$ cat config.mk
export PLATFORM = sky130hd
export DESIGN_NAME = hex_record_to_halfword_writes_core
export DESIGN_NICKNAME = d
export VERILOG_FILES = /design/src/hrhw_pkg.sv /design/src/hex_record_to_halfword_writes_core.sv /design/src/hrhw_front.sv /design/src/hrhw_queue.sv /design/src/hrhw_back.sv
export SDC_FILE = /design/constraint.sdc
export NUM_CORES = 1
export LEC_CHECK = 0
export BUFFER_PORTS_ARGS = -buffer_cell sky130_fd_sc_hd__clkbuf_2
export CAP_MARGIN = 20
export CORE_ASPECT_RATIO = 1.75
export CORE_UTILIZATION = 51
export DETAILED_ROUTE_END_ITERATION = 6
export GPL_ROUTABILITY_DRIVEN = 1
export PLACE_DENSITY = 0.69
export SETUP_SLACK_MARGIN = 0.4
export SLEW_MARGIN = 20
export SYNTH_ARGS = -nofsm -noshare
export SYNTH_HDL_FRONTEND = slang
export SYNTH_SLANG_ARGS = --single-unit
$ cat constraint.sdc
create_clock -name clock -period 6.2 [get_ports clock]
set_input_delay 0.31 -clock clock [delete_from_list [all_inputs] [get_ports clock]]
set_output_delay 0.31 -clock clock [all_outputs]
set_load 0.01 [all_outputs]
$ cat src/hrhw_pkg.sv
package hrhw_pkg;

   localparam int unsigned POS_WIDTH    = 10;
   localparam int unsigned QUEUE_DEPTH  = 4;
   localparam int unsigned QUEUE_PTR_W  = $clog2(QUEUE_DEPTH);
   localparam int unsigned QUEUE_CNT_W  = $clog2(QUEUE_DEPTH + 1);

   localparam logic [POS_WIDTH-1:0] POS_MAX      = 10'd1023;
   localparam logic [POS_WIDTH-1:0] POS_COUNT_LO = 10'd1;
   localparam logic [POS_WIDTH-1:0] POS_COUNT_HI = 10'd2;
   localparam logic [POS_WIDTH-1:0] POS_ADDR_HI  = 10'd6;
   localparam logic [POS_WIDTH-1:0] POS_TYPE     = 10'd8;
   localparam logic [POS_WIDTH-1:0] POS_DATA     = 10'd9;

   localparam logic [7:0]  CHAR_ZERO  = 8'd48;
   localparam logic [7:0]  CHAR_NINE  = 8'd57;
   localparam logic [7:0]  CHAR_ONE   = 8'd49;
   localparam logic [7:0]  ALPHA_BIAS = 8'd55;
   localparam logic [15:0] UPPER_ADDRESS_RESET = 16'h0800;

   localparam logic KIND_WRITE = 1'b0;
   localparam logic KIND_EOF   = 1'b1;

   typedef struct packed {
      logic        kind;
      logic [15:0] record_address;
      logic [6:0]  halfword_index;
      logic [15:0] data;
   } cmd_type;

   typedef struct packed {
      logic full;
      logic empty;
   } queue_status_type;

   function automatic logic [3:0] hex_digit(input logic [7:0] c);
      logic [7:0] biased;
      biased = c - ALPHA_BIAS;
      if (c >= CHAR_ZERO && c <= CHAR_NINE) begin
         return c[3:0];
      end
      return biased[3:0];
   endfunction

endpackage

$ cat src/hex_record_to_halfword_writes_core.sv
// Channel   Direction  Handshake            Payload
// req_      in         push / full          character, record_start
// rsp_      out        pop / empty          result_kind, write_address, write_data
// csr_      in         wr_en (no wait)      upper_address
//
// One character is taken every cycle while req_full is low; the parser updates
// its record state in the accepting cycle. A result goes to rsp_ through the
// command queue, written at the accepting edge, and then the output register
// that adds the record address to the upper address, loaded when empty or popped.
// The command queue holds four results; req_full rises when it is full.
// Synchronous reset clears all control state and loads upper_address with 0x0800.
module hex_record_to_halfword_writes_core (
   input  logic        clock,
   input  logic        reset,
   input  logic        req_push,
   output logic        req_full,
   input  logic [7:0]  req_character,
   input  logic        req_record_start,
   output logic        rsp_empty,
   input  logic        rsp_pop,
   output logic        rsp_result_kind,
   output logic [31:0] rsp_write_address,
   output logic [15:0] rsp_write_data,
   input  logic        csr_wr_en,
   input  logic [15:0] csr_wr_data
);

   hrhw_pkg::cmd_type          front_cmd, head_cmd;
   hrhw_pkg::queue_status_type qstatus;
   logic                       accept, cmd_push, head_pop;

   assign req_full = qstatus.full;
   assign accept   = req_push && !qstatus.full;

   hrhw_front u_front (
      .clock        (clock),
      .reset        (reset),
      .accept       (accept),
      .character    (req_character),
      .record_start (req_record_start),
      .cmd_push     (cmd_push),
      .cmd          (front_cmd)
   );

   hrhw_queue u_queue (
      .clock    (clock),
      .reset    (reset),
      .push     (cmd_push),
      .push_cmd (front_cmd),
      .pop      (head_pop),
      .head_cmd (head_cmd),
      .status   (qstatus)
   );

   hrhw_back u_back (
      .clock             (clock),
      .reset             (reset),
      .csr_wr_en         (csr_wr_en),
      .csr_wr_data       (csr_wr_data),
      .head_cmd          (head_cmd),
      .qstatus           (qstatus),
      .head_pop          (head_pop),
      .rsp_pop           (rsp_pop),
      .rsp_empty         (rsp_empty),
      .rsp_result_kind   (rsp_result_kind),
      .rsp_write_address (rsp_write_address),
      .rsp_write_data    (rsp_write_data)
   );

endmodule

$ cat src/hrhw_front.sv
module hrhw_front (
   input  logic                clock,
   input  logic                reset,
   input  logic                accept,
   input  logic [7:0]          character,
   input  logic                record_start,
   output logic                cmd_push,
   output hrhw_pkg::cmd_type   cmd
);

   logic [hrhw_pkg::POS_WIDTH-1:0] pos_ff, pos_in, p, p_off;
   logic [7:0]  count_ff, count_in;
   logic [15:0] addr_ff, addr_in;
   logic        is_data_ff, is_data_in;
   logic [11:0] nib_ff, nib_in;
   logic [6:0]  index_ff, index_in;
   logic [3:0]  d;
   logic        emit;

   always_comb begin
      p          = record_start ? '0 : pos_ff;
      p_off      = p - hrhw_pkg::POS_DATA;
      d          = hrhw_pkg::hex_digit(character);
      count_in   = count_ff;
      addr_in    = addr_ff;
      is_data_in = is_data_ff;
      nib_in     = nib_ff;
      index_in   = index_ff;
      emit       = 1'b0;
      cmd.kind           = hrhw_pkg::KIND_WRITE;
      cmd.record_address = addr_ff;
      cmd.halfword_index = index_ff;
      cmd.data           = {nib_ff[3:0], d, nib_ff[11:8], nib_ff[7:4]};
      priority if (p == '0) begin
         count_in   = '0;
         addr_in    = '0;
         is_data_in = 1'b0;
         nib_in     = '0;
         index_in   = '0;
      end else if (p <= hrhw_pkg::POS_COUNT_HI) begin
         count_in = {count_ff[3:0], d};
      end else if (p <= hrhw_pkg::POS_ADDR_HI) begin
         addr_in = {addr_ff[11:0], d};
      end else if (p == hrhw_pkg::POS_TYPE) begin
         is_data_in = (character == hrhw_pkg::CHAR_ZERO);
         if (character == hrhw_pkg::CHAR_ONE) begin
            emit = 1'b1;
            cmd.kind           = hrhw_pkg::KIND_EOF;
            cmd.record_address = '0;
            cmd.halfword_index = '0;
            cmd.data           = '0;
         end
      end else if (p >= hrhw_pkg::POS_DATA) begin
         if (p_off[1:0] == 2'b11) begin
            if (is_data_ff && index_ff < count_ff[7:1]) begin
               emit     = 1'b1;
               index_in = index_ff + 7'd1;
            end
            nib_in = '0;
         end else begin
            nib_in = {nib_ff[7:0], d};
         end
      end else begin
         nib_in = nib_ff;
      end
      pos_in = (p < hrhw_pkg::POS_MAX) ? p + hrhw_pkg::POS_COUNT_LO : hrhw_pkg::POS_MAX;
   end

   assign cmd_push = accept && emit;

   always_ff @(posedge clock) begin
      if (reset) begin
         pos_ff     <= '0;
         count_ff   <= '0;
         addr_ff    <= '0;
         is_data_ff <= 1'b0;
         nib_ff     <= '0;
         index_ff   <= '0;
      end else if (accept) begin
         pos_ff     <= pos_in;
         count_ff   <= count_in;
         addr_ff    <= addr_in;
         is_data_ff <= is_data_in;
         nib_ff     <= nib_in;
         index_ff   <= index_in;
      end
   end

endmodule

$ cat src/hrhw_queue.sv
module hrhw_queue (
   input  logic                        clock,
   input  logic                        reset,
   input  logic                        push,
   input  hrhw_pkg::cmd_type           push_cmd,
   input  logic                        pop,
   output hrhw_pkg::cmd_type           head_cmd,
   output hrhw_pkg::queue_status_type  status
);

   hrhw_pkg::cmd_type slots_ff [hrhw_pkg::QUEUE_DEPTH];
   logic [hrhw_pkg::QUEUE_PTR_W-1:0] wr_ptr_ff, rd_ptr_ff;
   logic [hrhw_pkg::QUEUE_CNT_W-1:0] count_ff, count_in;
   logic do_push, do_pop;

   assign status.full  = (count_ff == hrhw_pkg::QUEUE_CNT_W'(hrhw_pkg::QUEUE_DEPTH));
   assign status.empty = (count_ff == '0);
   assign do_push  = push && !status.full;
   assign do_pop   = pop && !status.empty;
   assign head_cmd = slots_ff[rd_ptr_ff];

   always_comb begin
      count_in = count_ff;
      if (do_push && !do_pop) begin
         count_in = count_ff + 1'b1;
      end else if (do_pop && !do_push) begin
         count_in = count_ff - 1'b1;
      end
   end

   always_ff @(posedge clock) begin
      if (do_push) begin
         slots_ff[wr_ptr_ff] <= push_cmd;
      end
   end

   always_ff @(posedge clock) begin
      if (reset) begin
         wr_ptr_ff <= '0;
         rd_ptr_ff <= '0;
         count_ff  <= '0;
      end else begin
         if (do_push) begin
            wr_ptr_ff <= wr_ptr_ff + 1'b1;
         end
         if (do_pop) begin
            rd_ptr_ff <= rd_ptr_ff + 1'b1;
         end
         count_ff <= count_in;
      end
   end

endmodule

$ cat src/hrhw_back.sv
module hrhw_back (
   input  logic                        clock,
   input  logic                        reset,
   input  logic                        csr_wr_en,
   input  logic [15:0]                 csr_wr_data,
   input  hrhw_pkg::cmd_type           head_cmd,
   input  hrhw_pkg::queue_status_type  qstatus,
   output logic                        head_pop,
   input  logic                        rsp_pop,
   output logic                        rsp_empty,
   output logic                        rsp_result_kind,
   output logic [31:0]                 rsp_write_address,
   output logic [15:0]                 rsp_write_data
);

   logic [15:0] upper_ff;
   logic        valid_ff;
   logic        kind_ff;
   logic [31:0] address_ff, address_in;
   logic [15:0] data_ff;
   logic        load;

   assign load     = !qstatus.empty && (!valid_ff || rsp_pop);
   assign head_pop = load;

   always_comb begin
      if (head_cmd.kind == hrhw_pkg::KIND_EOF) begin
         address_in = '0;
      end else begin
         address_in = {upper_ff, head_cmd.record_address}
                    + {24'd0, head_cmd.halfword_index, 1'b0};
      end
   end

   always_ff @(posedge clock) begin
      if (reset) begin
         upper_ff <= hrhw_pkg::UPPER_ADDRESS_RESET;
      end else if (csr_wr_en) begin
         upper_ff <= csr_wr_data;
      end
   end

   always_ff @(posedge clock) begin
      if (reset) begin
         valid_ff <= 1'b0;
      end else if (load) begin
         valid_ff <= 1'b1;
      end else if (rsp_pop) begin
         valid_ff <= 1'b0;
      end
   end

   always_ff @(posedge clock) begin
      if (load) begin
         kind_ff    <= head_cmd.kind;
         address_ff <= address_in;
         data_ff    <= head_cmd.data;
      end
   end

   assign rsp_empty         = !valid_ff;
   assign rsp_result_kind   = kind_ff;
   assign rsp_write_address = address_ff;
   assign rsp_write_data    = data_ff;

endmodule

Word-level counts from Yosys, hierarchy flattened
Memories as Yosys holds them, arrays and structs flattened. A register that Yosys moved wholly into a read port is not among the register bits.
Index checks and enable logic that the tools add are counted.
- bits in writable memories: 160
- register bits: 127
- memories kept: 1
- word-level logic and storage cells: 117
- output and inout bits: 51
- reductions and logical operators: 30
- mux-type cells: 48
- $lt $le $gt $ge: 7
- equality and inequality tests: 8
- $add $sub $neg: 9
- memory list (memory ; depth ; width ; rd ports ; clocked after Yosys merged registers in ; wr ports ; line ; text):
    u_queue.slots_ff ; 4 ; 40 ; 1 ; 1 ; 1 ; hrhw_queue.sv:11 ; hrhw_pkg::cmd_type slots_ff [hrhw_pkg::QUEUE_DEPTH];
- operators by type and width (kind ; number):
    40-bit two-way mux ; 5
    12-bit two-way mux ; 6
    7-bit two-way mux ; 7
    16-bit two-way mux ; 3
    32-bit by 8-bit adder with 32-bit output ; 1
    10-bit two-way mux ; 2
    1-bit two-way mux ; 17
    8-bit by 6-bit == test with 1-bit output, second input constant ; 2
    8-bit two-way mux ; 2
    2-bit nonzero test ; 8
    10-bit by 1-bit adder with 10-bit output, second input constant ; 1
    10-bit by 4-bit == test with 1-bit output, second input constant ; 1
    10-bit by 4-bit >= comparator with 1-bit output, second input constant ; 1
    10-bit by 2-bit less-or-equal comparator with 1-bit output, second input constant ; 1
    10-bit by 3-bit less-or-equal comparator with 1-bit output, second input constant ; 1
    10-bit zero test ; 1
    10-bit < comparator, second input constant ; 1
    1-bit logical AND ; 9
    8-bit by 6-bit >= comparator with 1-bit output, second input constant ; 1
    8-bit by 6-bit less-or-equal comparator with 1-bit output, second input constant ; 1
    4-bit two-way mux ; 2
    7-bit by 1-bit adder with 7-bit output, second input constant ; 1
    7-bit < comparator ; 1
    7-bit AND reduction ; 1
    other kinds (17) ; 26

Depth between registers and ports, before layout
Gate-level depths: netlist of run 1.
- word-level depth: 15
- depth in mapped cells: 16
- mapped depth without buffers: 14

By module
Synthesis of run 1 repeated with hierarchy kept, for this count alone.
- cells, all modules: 888
- area, all modules: 12495.7 um2
- modules (own cells, without submodules) (module ; area each (um2) ; seq. area each (um2) ; times used ; cells each):
    hrhw_queue ; 6287.3 ; 4984.8 ; 1 ; 257
    hrhw_front ; 3109.2 ; 1081.0 ; 1 ; 380
    hrhw_back ; 3085.5 ; 1811.7 ; 1 ; 250
    hex_record_to_halfword_writes_core ; 13.8 ; 0.0 ; 1 ; 1

Worst setup path after synthesis of run 1
Ideal clock, no wire load.
- path type: register -> register
- from: reg u_queue.count_ff[0] (netlist bit)
- to: reg u_queue.count_ff[2] (netlist bit)
- setup time: 0.070 ns
- arrival time: 4.214 ns
- data required time: 6.130 ns
- setup slack: 1.916 ns
- cell stages (with the launch flop): 10
- buffers on the path: 0
- cells stage by stage: dfxtp_1 -> nor3_1 -> a21oi_1 -> inv_1 -> ha_1 -> inv_1 -> fa_1 -> xor2_1 -> or3_1 -> a21oi_1
- elaborated cells between the ends (all ways): 18
- those cells by class: add/sub: 2; eq/ne: 1; mux: 2; reduce/logical: 13
- RTL lines (item ; line ; text):
    start: declaration ; hrhw_queue.sv:13 ; logic [hrhw_pkg::QUEUE_CNT_W-1:0] count_ff, count_in;
    start signal: assignment ; hrhw_queue.sv:49 ; count_ff <= count_in;
    3-bit zero test * ; hrhw_queue.sv:17 ; assign status.empty = (count_ff == '0);
    1-bit zero test * ; hrhw_back.sv:23 ; assign load = !qstatus.empty && (!valid_ff || rsp_pop);
    1-bit logical AND * ; hrhw_back.sv:23 ;
    net head_pop ; hex_record_to_halfword_writes_core.sv:30 ; logic accept, cmd_push, head_pop;
    1-bit logical AND * ; hrhw_queue.sv:19 ; assign do_pop = pop && !status.empty;
    1-bit zero test ; hrhw_queue.sv:24 ; if (do_push && !do_pop) begin
    1-bit logical AND ; hrhw_queue.sv:24 ;
    3-bit two-way mux or 2-bit nonzero test (tied branches) ; n/a ;
Mark *: on every way through the listed nets, which the timed path passes. The rest lies on a longest branch. The select of a mux whose other input is x is not followed.
A chain may end at the register's enable or synchronous reset.

Final worst setup path of run 1
- from: reg u_front.pos_ff[1] (netlist bit)
- to: reg u_queue.count_ff[2] (netlist bit)
- cells in the longest elaborated chain, start to end: 14
- elaborated cells between the ends (all ways): 21
- those cells by class: add/sub: 1; order compare: 3; eq/ne: 2; mux: 8; reduce/logical: 7
- RTL lines (item ; line ; text):
    start: declaration ; hrhw_front.sv:11 ; logic [hrhw_pkg::POS_WIDTH-1:0] pos_ff, pos_in, p, p_off;
    start signal: assignment ; hrhw_front.sv:80 ; pos_ff <= pos_in;
    10-bit two-way mux * ; hrhw_front.sv:21 ; p = record_start ? '0 : pos_ff;
    2-bit by 1-bit subtractor with 2-bit output ; hrhw_front.sv:22 ; p_off = p - hrhw_pkg::POS_DATA;
    2-bit == test ; hrhw_front.sv:54 ; if (p_off[1:0] == 2'b11) begin
    1-bit two-way mux ; hrhw_front.sv:54 ;
    1-bit two-way mux ; hrhw_front.sv:53 ; end else if (p >= hrhw_pkg::POS_DATA) begin
    1-bit two-way mux ; hrhw_front.sv:44 ; end else if (p == hrhw_pkg::POS_TYPE) begin
    1-bit two-way mux ; hrhw_front.sv:42 ; end else if (p <= hrhw_pkg::POS_ADDR_HI) begin
    1-bit two-way mux ; hrhw_front.sv:40 ; end else if (p <= hrhw_pkg::POS_COUNT_HI) begin
    1-bit two-way mux * ; hrhw_front.sv:34 ; priority if (p == '0) begin
    1-bit logical AND * ; hrhw_front.sv:69 ; assign cmd_push = accept && emit;
    1-bit logical AND * ; hrhw_queue.sv:18 ; assign do_push = push && !status.full;
    net u_queue.do_push ; hrhw_queue.sv:14 ; logic do_push, do_pop;
    1-bit zero test ; hrhw_queue.sv:26 ; end else if (do_pop && !do_push) begin
    1-bit logical AND ; hrhw_queue.sv:26 ;
    2-bit nonzero test (no source line) ; n/a ;
Mark *: on every way through the listed nets, which the timed path passes. The rest lies on a longest branch.

==> out/results.ini, run 1 <==
[finish]
nNetsFinal=1023
syn2layout_area_growth_pct=13.9
num-fill-cells=1886
multiInputGateArea_sq_um=4000
final_area_sq_um=13800
drive_gt1_share_pct=19.9
regArea_sq_um=7880
antenna_cells=0

[global_route]
antenna_found_initial=0
grt_pass1_wl_um=36500
grt_pass1_vias=7085
overflow=0
track_usage_pct=19.4
grt_max_degree=78

[power]
p_leak_nw=4.94
p_int_mw=3.79
worst_ir_drop_vdd_v=0.000189
power_density_nw_per_um2=388
switchingPower_mw=1.57
power_frac_clock_pct=30.5
p_seq_share_pct=45.5
power_switching_share_pct=29.2
post-layout-total-power_mw=5.36
pwr-share-comb_pct=24.0

[logic_synthesis]
ys_warn_count=0
synthesis.instances=874
synth_seq_cells=289
syn_area_per_cell_sq_um=13.9
seq_area_frac_synth_pct=64.9
synth_edf_count=209
synthArstFlopShare_pct=0
synthFlopType=edfxtp_1
syn_area_sq_um=12100
synth_cell_types=60
synth_nets=934

[outcome]
status=finished, final reports clean

[cts]
clk_latency_ns=0.54
cts.repair.resized=0
root_buffer=clkbuf_16
htreeDepth=1
clk_pin_slew_worst_paths_ns=0.07
post_cts_buffers=0
ctsLongestPathBuffers=3
postCtsHoldBufs=8
cts_sinks=289
numCtsBuffers=26
cts_tree=done

[run]
drv_cap=0

[die]
initial_core_util_pct=52.0
dieArea_sq_um=24400
fp.coreArea_sq_um=23300
num_rows=74
fp.dieH_um=206
fp.dieW_um=119
ios=81

[drt]
dr.first_iter.drc_count=408
vias_per_cell=5.52
drc=0
ant_nets=0
dr.pass1.iters=4
wl_per_cell_um=17.7
wirelength_um=22800
num_vias=7098

[sta]
skew_ns=0.0220
finalSetupTns_ns=0
hold_viol_final=0
setup_viol=0
worst_pin_slew_ns=1.03
drv_slew=0
min_period_ns=3.43
rsz0062_at_grt=no
finalHoldWorstSlack_ns=0.0173
post-route-period-util_pct=55.4
slew_headroom_pct=30.6
max_clock_freq_mhz=291

[critical_path]
r2r_slack_ns=2.77
cp-startpoint=u_front.pos_ff[1]
reg2reg_depth=14
cp.required_ns=6.67
critPathCaptureType=flip-flop
worstSetupPathType=reg2reg
crit_arrival_ns=3.91
rr_startpoint=u_front.pos_ff[1]
critPathLaunchType=flip-flop
cp_max_fo=42
rr_endpoint=u_queue.count_ff[2]

[min_path]
holdPathEnd=u_back.upper_ff[8]
hold_depth=3
hold_class=in2reg
hold_start=csr_wr_data[8]

[placement]
finalWeightedCongestion=0.776
dp_hpwl_um=15300
place_area_sq_um=12900
io_buffers=80

-- power by group through the flow --
stage | clock [mW] | sequential (mW) | combinational (mW)
finish | 1.63 | 2.44 | 1.29
global route | 1.74 | 2.46 | 1.42
CTS | 1.67 | 2.44 | 1.31
detailed placement | 0 | 2.48 | 1.30
global placement | 0 | 2.48 | 1.29
floorplan | 0 | 2.55 | 0.827
-- worst max-delay path by stage --
stage | slack, ns | to
6_report | 2.77 | u_queue.count_ff[2]
5_1_grt | 2.46 | u_queue.count_ff[2]
4_1_cts | 2.72 | u_queue.slots_ff[2][9]
3_5_place_dp | 2.32 | u_queue.count_ff[2]
3_3_place_gp | 2.39 | u_queue.count_ff[2]
2_1_floorplan | 1.92 | u_queue.count_ff[2]
-- worst max-delay path, cell delays in order, from the launching register on --
cell and delay (ns):
dfxtp_1 0.33, nand2b_1 0.18, ha_1 0.28, nand2_1 0.08, nor3_1 0.11, and3_1 0.16
buf_4 0.38, a21oi_1 0.12, nor3_2 0.37, ha_1 0.27, inv_1 0.06, fa_1 0.37
xor2_1 0.17, or3_1 0.30, a21oi_1 0.14
-- flip-flops by register name (all words and copies together), names as in the netlist, named ones only --
register / cells
u_back.valid_ff: 1
u_front.pos_ff: 10
u_back.upper_ff: 16
u_back.rsp_write_data: 16
u_front.addr_ff: 16
u_queue.slots_ff: 160
u_front.is_data_ff: 1
u_queue.rd_ptr_ff: 2
u_front.nib_ff: 12
u_queue.count_ff: 3
u_queue.wr_ptr_ff: 2
u_front.count_ff: 8
u_back.rsp_write_address: 32
u_front.index_ff: 7
u_back.rsp_result_kind: 1
-- placed cells by master, fill, tap and decap left out, types with 13 or more instances in the layout --
cell,count
edfxtp_1,209
nor2_1,105
clkbuf_2,80
dfxtp_1,79
nor2b_1,42
mux4_2,39
a21oi_1,36
nand2_1,34
ha_1,28
inv_1,27
clkbuf_16,27
xnor2_1,25
nand3_1,24
a22oi_1,24
nor3_1,21
mux2i_1,17
buf_4,14
o21ai_0,13
-- layout make-up --
type | count | share of cell area [%]
Sequential cell | 289 | 57.0
Inverter | 27 | 0.733
Tap cell | 304 | 2.75
Multi-Input combinational cell | 517 | 29.0
Timing Repair Buffer | 102 | 4.24
Clock inverter | 17 | 1.32
Clock buffer | 31 | 5.00
-- metal layers --
metal  wire length, um  vias to the layer above  global-route usage, %
li1                  -                     3422                      -
met1              8430                     3473                   20.5
met2             13000                      160                   38.5
met3               816                       43                   2.46
met4               612                        0                   7.19
met5                 0                        -                      0
-- Yosys cell counts (4+ instances only) --
| cell type | n | area (sq um) |
|---|---|---|
| a211oi_1 | 6 | 45.0 |
| a21oi_1 | 37 | 185 |
| a22oi_1 | 24 | 180 |
| and2_1 | 5 | 31.3 |
| and3_1 | 5 | 31.3 |
| buf_1 | 5 | 18.8 |
| clkbuf_1 | 31 | 116 |
| dfxtp_1 | 80 | 1600 |
| edfxtp_1 | 209 | 6280 |
| ha_1 | 28 | 350 |
| inv_1 | 27 | 101 |
| mux2i_1 | 17 | 170 |
| mux4_2 | 39 | 878 |
| nand2_1 | 34 | 128 |
| nand2b_1 | 11 | 68.8 |
| nand3_1 | 24 | 120 |
| nand3b_1 | 4 | 30.0 |
| nor2_1 | 105 | 394 |
| nor2b_1 | 42 | 263 |
| nor3_1 | 21 | 105 |
| nor4_1 | 4 | 25.0 |
| nor4b_1 | 5 | 43.8 |
| o21ai_0 | 13 | 65.1 |
| or3_1 | 6 | 37.5 |
| xnor2_1 | 25 | 219 |
| xor2_1 | 10 | 87.6 |
-- through the flow --
step / util (%) / setup slack, ns / std cells
floorplan: - / 1.92 / 874
global placement: 55.1 / 2.39 / 1231
detailed placement: 55.1 / 2.32 / 1231
CTS: 59.2 / 2.72 / 1287
global route: 59.2 / 2.46 / 1287
finish: 59.2 / 2.77 / 1287
-- cells by family after synthesis --
| family | synth area share [%] |
|---|---|
| XOR/XNOR | 2.53 |
| buffers and inverters | 2.35 |
| flip-flops | 64.9 |
| AND/OR/NAND/NOR | 12.5 |
| AO/OA/AOI/OAI | 5.47 |
| adder cells (fa/ha/maj) | 3.22 |
| multiplexers | 9.04 |
No activity file was read; power rests on OpenSTA's default activity.
==> run 2: changes to the inputs <==
Settings changed: ABC_AREA set to 1, PLACE_DENSITY 0.69 to 0.71.
Clock period 6.2 ns to 2.89 ns, I/O delays scaled along.
==> out/results.ini, run 2 <==
[die]
fp.dieH_um=214  ; +3.8%
fp.coreArea_sq_um=25200  ; +8.2%
fp.dieW_um=123  ; +3.8%
num_rows=77  ; +4.1%
dieArea_sq_um=26300  ; +7.7%
ios=81  ; unchanged
initial_core_util_pct=51.8  ; -0.18 points

[power]
pwr-share-comb_pct=41.8  ; +18 points
power_switching_share_pct=37.4  ; +8.1 points
worst_ir_drop_vdd_v=0.000573  ; +200%
p_seq_share_pct=35.6  ; -9.9 points
p_leak_nw=6.09  ; +23%
power_density_nw_per_um2=931  ; +140%
power_frac_clock_pct=22.6  ; -7.9 points
switchingPower_mw=5.63  ; +260%
p_int_mw=9.45  ; +150%
post-layout-total-power_mw=15.1  ; +180%

[critical_path]
crit_arrival_ns=2.90  ; -1.01 ns
cp_max_fo=8  ; -81%
worstSetupPathType=reg2reg
reg2reg_depth=16  ; +2
rr_endpoint=u_back.rsp_write_address[31]
critPathCaptureType=flip-flop
r2r_slack_ns=0.29  ; -2.48 ns
cp.required_ns=3.19  ; -3.48 ns
critPathLaunchType=flip-flop
setup.worst_path.end=u_back.rsp_write_address[31]

[global_route]
use_met1_pct=24.7  ; +4.2 points
top_usage_layer=met2
antenna_found_initial=0  ; unchanged
track_usage_pct=23.9  ; +4.6 points
grt_pass1_wl_um=48200  ; +32%
gr-usage-met2_pct=46.5  ; +8.0 points
overflow=0  ; unchanged
grt_max_degree=53  ; -32%
use_met3_pct=2.39  ; -0.062 points
grt_pass1_vias=9536  ; +35%

[finish]
drive_gt1_share_pct=24.0  ; +4.1 points
syn2layout_area_growth_pct=23.8
nNetsFinal=1567  ; +53%
regMostFlops=u_queue.slots_ff
largest_reg_flops=160  ; unchanged
num-fill-cells=1963  ; +4.1%
fin_cells=1842  ; +43%
antenna_cells=0  ; unchanged
layout_common_cells=nand2_1 (228), edfxtp_1 (209), nor2_1 (164), inv_1 (131), a21oi_1 (87)
layout_commonest_cell=nand2_1

[logic_synthesis]
synth_seq_cells=289  ; unchanged
synth_largest_area_cell=edfxtp_1
synth_area_leaders=edfxtp_1 (48%), dfxtp_1 (12%), nand2_1 (7.2%)
synthArstFlopShare_pct=0  ; unchanged
yosysMostFrequentCell=nand2_1
synthesis.instances=1365  ; +56%
syn_area_sq_um=13100  ; +7.8%
synth_cell_types=44  ; -27%
ys_top_cells_by_count=nand2_1 (250), edfxtp_1 (209), nor2_1 (193), inv_1 (141), o21ai_0 (106)
ys_warn_count=0  ; unchanged
synth_edf_count=209  ; unchanged
synth_top_area_share_pct=48.0  ; -3.7 points
synth_nets=1425  ; +53%
syn_area_per_cell_sq_um=9.59  ; -31%
synthFlopType=edfxtp_1
seq_area_frac_synth_pct=60.2  ; -4.7 points

[sta]
setup_viol=0  ; unchanged
finalHoldWorstSlack_ns=0.0347  ; +0.0173 ns
rsz0062_at_grt=yes
finalWorstSetupSlack_ns=0.286  ; -2.48 ns
max_clock_freq_mhz=384  ; +32%
skew_ns=0.0126  ; -0.00941 ns
slew_headroom_pct=48.3  ; +18 points
finalSetupTns_ns=0  ; unchanged
worst_pin_slew_ns=0.767  ; -0.262 ns
min_period_ns=2.60  ; -0.831 ns
hold_viol_final=0  ; unchanged
post-route-period-util_pct=90.1  ; +35 points
drv_slew=0  ; unchanged

[drt]
wirelength_um=32700  ; +43%
ant_nets=0  ; unchanged
drc=0  ; unchanged
vias_per_cell=5.50  ; -0.19%
num_vias=10100  ; +43%
dr.first_iter.drc_count=556  ; +36%
wl_per_cell_um=17.8  ; +0.19%
dr.pass1.iters=5  ; +1

[cts]
cts_sinks=289  ; unchanged
root_buffer=clkbuf_16
htreeDepth=1  ; unchanged
clk_pin_slew_worst_paths_ns=0.07  ; about the same
clk_latency_ns=0.54  ; about the same
ctsLongestPathBuffers=3  ; unchanged
cts_tree=done
numCtsBuffers=26  ; unchanged

[outcome]
status=finished, final reports clean

[run]
drv_cap=0  ; unchanged

[placement]
io_buffers=80  ; unchanged
place_inst=1732  ; +41%
finalWeightedCongestion=0.945  ; +22%
dpl_worst_slack_ns=0.126  ; -2.20 ns
dp_hpwl_um=19900  ; +30%

[min_path]
hold_class=in2reg
hold_depth=6  ; +3

run 2: power groups by stage:
stage | Clock, mW | Sequential [mW] | Combinational, mW
global placement | 0 | 5.42 | 4.31
CTS | 3.44 | 5.38 | 5.21
finish | 3.41 | 5.37 | 6.30
floorplan | 0 | 5.58 | 3.01
global route | 3.61 | 5.44 | 6.83
detailed placement | 0 | 5.44 | 4.39
run 2: cell families after synthesis:
kind of cell               Yosys count  synth area share (%)
buffers and inverters              200                  6.25
xor gates and xnor gates            13                 0.870
adders and majority gates           30                  2.98
AOI/OAI and AO/OA                  250                  10.4
and+or+nand+nor                    583                  19.3
DFF                                289                  60.2
run 2: how the worst min path moves through the flow:
| stage | start | endpoint |
|---|---|---|
| global placement | csr_wr_data[4] | u_back.upper_ff[4] |
| global route | csr_wr_data[15] | u_back.upper_ff[15] |
| detailed placement | csr_wr_data[4] | u_back.upper_ff[4] |
| CTS | csr_wr_data[15] | u_back.upper_ff[15] |
| finish | req_character[6] | u_front.is_data_ff |
| floorplan | csr_wr_en | u_back.upper_ff[11] |
run 2: area by class of cell:
| class | instances | area (sq um) | share of cell area [%] |
|---|---|---|---|
| sequential | 289 | 7900 | 48.8 |
| multi-input combinational | 876 | 5120 | 31.6 |
| timing repair buffer | 164 | 1310 | 8.06 |
| clock buffer | 34 | 712 | 4.40 |
| inverter | 146 | 584 | 3.61 |
| tap | 316 | 395 | 2.44 |
| clock inverter | 13 | 124 | 0.765 |
| timing repair inverter | 4 | 52.6 | 0.324 |
run 2: stage by stage:
step	instance area, sq um	util (%)
detailed placement	14000	55.3
floorplan	13300	-
CTS	15500	61.4
global route	16200	64.2
finish	16200	64.2
global placement	14000	55.3
run 2: what timing repair did:
action,4_1_cts,5_1_grt
gates resized for setup,96,129
endpoints found under the setup margin,25,25
gates cloned,5,4
hold buffers,19,0
pin swaps,38,46
buffers inserted,12,23
hold endpoints to repair,17,0
run 2: worst max-delay path: stages (launching register included):
cell	delay [ns]
dfxtp_4	0.40
buf_12	0.15
buf_16	0.15
nor2_4	0.04
o22ai_2	0.13
ha_2	0.23
inv_2	0.04
fa_2	0.34
inv_2	0.08
nand2_2	0.06
nand3_4	0.14
nand2_4	0.08
nand2_8	0.09
buf_4	0.12
nand3_4	0.06
o21ai_2	0.16
a21oi_2	0.06
run 2: layer usage:
metal,vias to the layer above,routed length [um]
li1,4889,-
met1,4879,11700
met2,285,18500
met3,87,1180
met4,0,1390
met5,-,0
==> run 3: changes to the inputs <==
Settings changed: PLACE_DENSITY 0.71 to 0.68.
==> out/results.ini, run 3 (synthesis gave the netlist of run 2 again) <==
[sta]
drv_slew=0  ; unchanged
setup_viol=0  ; unchanged
worst_pin_slew_ns=0.849  ; +0.0815 ns
post-route-period-util_pct=89.6  ; -0.52 points
slew_headroom_pct=43.4  ; -5.0 points
max_clock_freq_mhz=386  ; +0.58%
skew_ns=0.0100  ; -0.00256 ns
rsz0062_at_grt=yes
finalSetupTns_ns=0  ; unchanged
hold_viol_final=0  ; unchanged
min_period_ns=2.59  ; -0.0151 ns

[global_route]
grt_pass1_vias=9680  ; +1.5%
track_usage_pct=23.8  ; -0.10 points
grt_max_degree=53  ; unchanged
grt_pass1_wl_um=47800  ; -0.77%
antenna_found_initial=0  ; unchanged
overflow=0  ; unchanged

[placement]
finalWeightedCongestion=0.920  ; -2.7%
place_inst=1732  ; unchanged
dp_hpwl_um=20200  ; +1.4%
io_buffers=80  ; unchanged

[finish]
multiInputGateArea_sq_um=4820  ; -6.0%
layout_common_cells=nand2_1 (239), edfxtp_1 (209), nor2_1 (180), inv_1 (130), a21oi_1 (91)
drive_gt1_share_pct=19.7  ; -4.3 points
regMostFlops=u_queue.slots_ff
fin_cells=1825  ; -0.92%
nNetsFinal=1550  ; -1.1%
largest_reg_flops=160  ; unchanged
layout_commonest_cell=nand2_1
regArea_sq_um=7900  ; about the same
syn2layout_area_growth_pct=20.5
antenna_cells=0  ; unchanged
num-fill-cells=2046  ; +4.2%

[drt]
ant_nets=0  ; unchanged
drc=0  ; unchanged
vias_per_cell=5.43  ; -1.4%
wl_per_cell_um=17.0  ; -4.1%
wirelength_um=31100  ; -5.0%
num_vias=9908  ; -2.3%
dr.first_iter.drc_count=653  ; +17%
dr.pass1.iters=5  ; unchanged

[critical_path]
cp_max_fo=11  ; +3
critPathCaptureType=flip-flop
cp_common_cell=nand2_1
cp.required_ns=3.19  ; about the same
worstSetupPathType=reg2reg
crit_chain=buf_12, o21ai_0, o22ai_1, ha_2, inv_1, fa_2, inv_2, nand2_1, nand3_4, a21oi_4, nor2_4, nand2_1, o21ai_1, nor2_1
crit_arrival_ns=2.89  ; about the same
crit_slowest_cell=dfxtp_4
critical-path-max-stage-delay_ns=0.48  ; +0.08 ns
critPathLaunchType=flip-flop

[cts]
clk_latency_ns=0.54  ; about the same
cts_tree=done
cts_sinks=289  ; unchanged
htreeDepth=1  ; unchanged
clk_pin_slew_worst_paths_ns=0.07  ; about the same
root_buffer=clkbuf_16
ctsLongestPathBuffers=3  ; unchanged
numCtsBuffers=26  ; unchanged

[run]
drv_cap=0  ; unchanged

[power]
power_switching_share_pct=35.7  ; -1.7 points
worst_ir_drop_vdd_v=0.000618  ; +7.7%
p_int_mw=9.21  ; -2.5%
switchingPower_mw=5.11  ; -9.3%
power_density_nw_per_um2=909  ; -2.4%
p_seq_share_pct=37.6  ; +2.0 points
p_leak_nw=5.96  ; -2.1%
pwr-share-comb_pct=37.4  ; -4.4 points
power_frac_clock_pct=24.9  ; +2.3 points

[die]
fp.dieH_um=214  ; unchanged
ios=81  ; unchanged
dieArea_sq_um=26300  ; unchanged
fp.coreArea_sq_um=25200  ; unchanged
num_rows=77  ; unchanged
initial_core_util_pct=51.8  ; unchanged
fp.dieW_um=123  ; unchanged

[min_path]
hold_class=in2reg

[outcome]
status=finished, final reports clean

## run 3: cell types whose count changed in the layout (fill, tap and decap cells not counted), sizes merged
cell	change
clkinv	-6
clkbuf	+7
bufinv	+1
dlygate4sd3	-1
buf	-15
bufbuf	+1
clkinvlp	-4
## run 3: area by class of cell
class	instances	share of cell area [%]
repair inverters	2	0.127
clock buffers	41	4.94
inverters	146	3.60
multi-input cells	876	30.6
well taps	316	2.51
clock inverters	6	0.659
flip-flops and latches	289	50.1
repair buffers	149	7.45
## run 3: worst max-delay path, delay by kind of cell, from the launching register on
kind / cells / cell delay (ns)
flip-flops: 1 / 0.48
buffers and inverters: 3 / 0.28
AO/OA/AOI/OAI: 4 / 0.49
AND/OR/NAND/NOR: 5 / 0.54
adder cells (fa/ha/maj): 2 / 0.57
## run 3: worst paths after layout
| kind | slack [ns] | cells after the start | start | to |
|---|---|---|---|---|
| worst max register to register | 0.30 | 14 | flip-flop | u_back.rsp_write_address[19] |
| worst min register to register | 0.46 | 2 | u_front.count_ff[3] | u_front.count_ff[7] |
| worst min-delay path | 0.04 | 3 | csr_wr_en | u_back.upper_ff[14] |
| worst max-delay path | 0.30 | 14 | flip-flop | u_back.rsp_write_address[19] |
## run 3: metrics by stage
stage	total power, mW	area, sq um	setup slack, ns	hold slack, ns	util [%]
6_report	14.3	15800	0.301	0.0355	62.4
5_1_grt	15.1	15800	0.168	0.0356	62.4
4_1_cts	13.8	15400	0.365	0.0122	60.9
3_5_place_dp	9.80	14000	0.153	0.381	55.3
3_3_place_gp	9.72	14000	0.234	0.375	55.3
2_1_floorplan	8.60	13300	0.354	0.256	-
## run 3: metal layers
metal  GRT usage [%]  routed length, um  up-vias
li1                -                  -     4860
met5               0                  0        -
met4            10.7               1150        0
met3            2.47               1160       76
met2            46.6              17500      253
met1            25.0              11300     4719
## run 3: timing repair
item                                   CTS  global route
hold buffers                            18             0
pin swaps                               21            30
endpoints found under the hold margin   16             0
setup endpoints to repair               25            25
resized for setup                       63            75
gates cloned                             3             3
setup buffers                            7            15
## run 3: power by group through the flow
| stage | clock [mW] | sequential [mW] | combinational (mW) |
|---|---|---|---|
| floorplan | 0 | 5.58 | 3.01 |
| global placement | 0 | 5.43 | 4.29 |
| detailed placement | 0 | 5.43 | 4.36 |
| CTS | 3.62 | 5.38 | 4.78 |
| global route | 3.76 | 5.45 | 5.91 |
| finish | 3.57 | 5.39 | 5.36 |
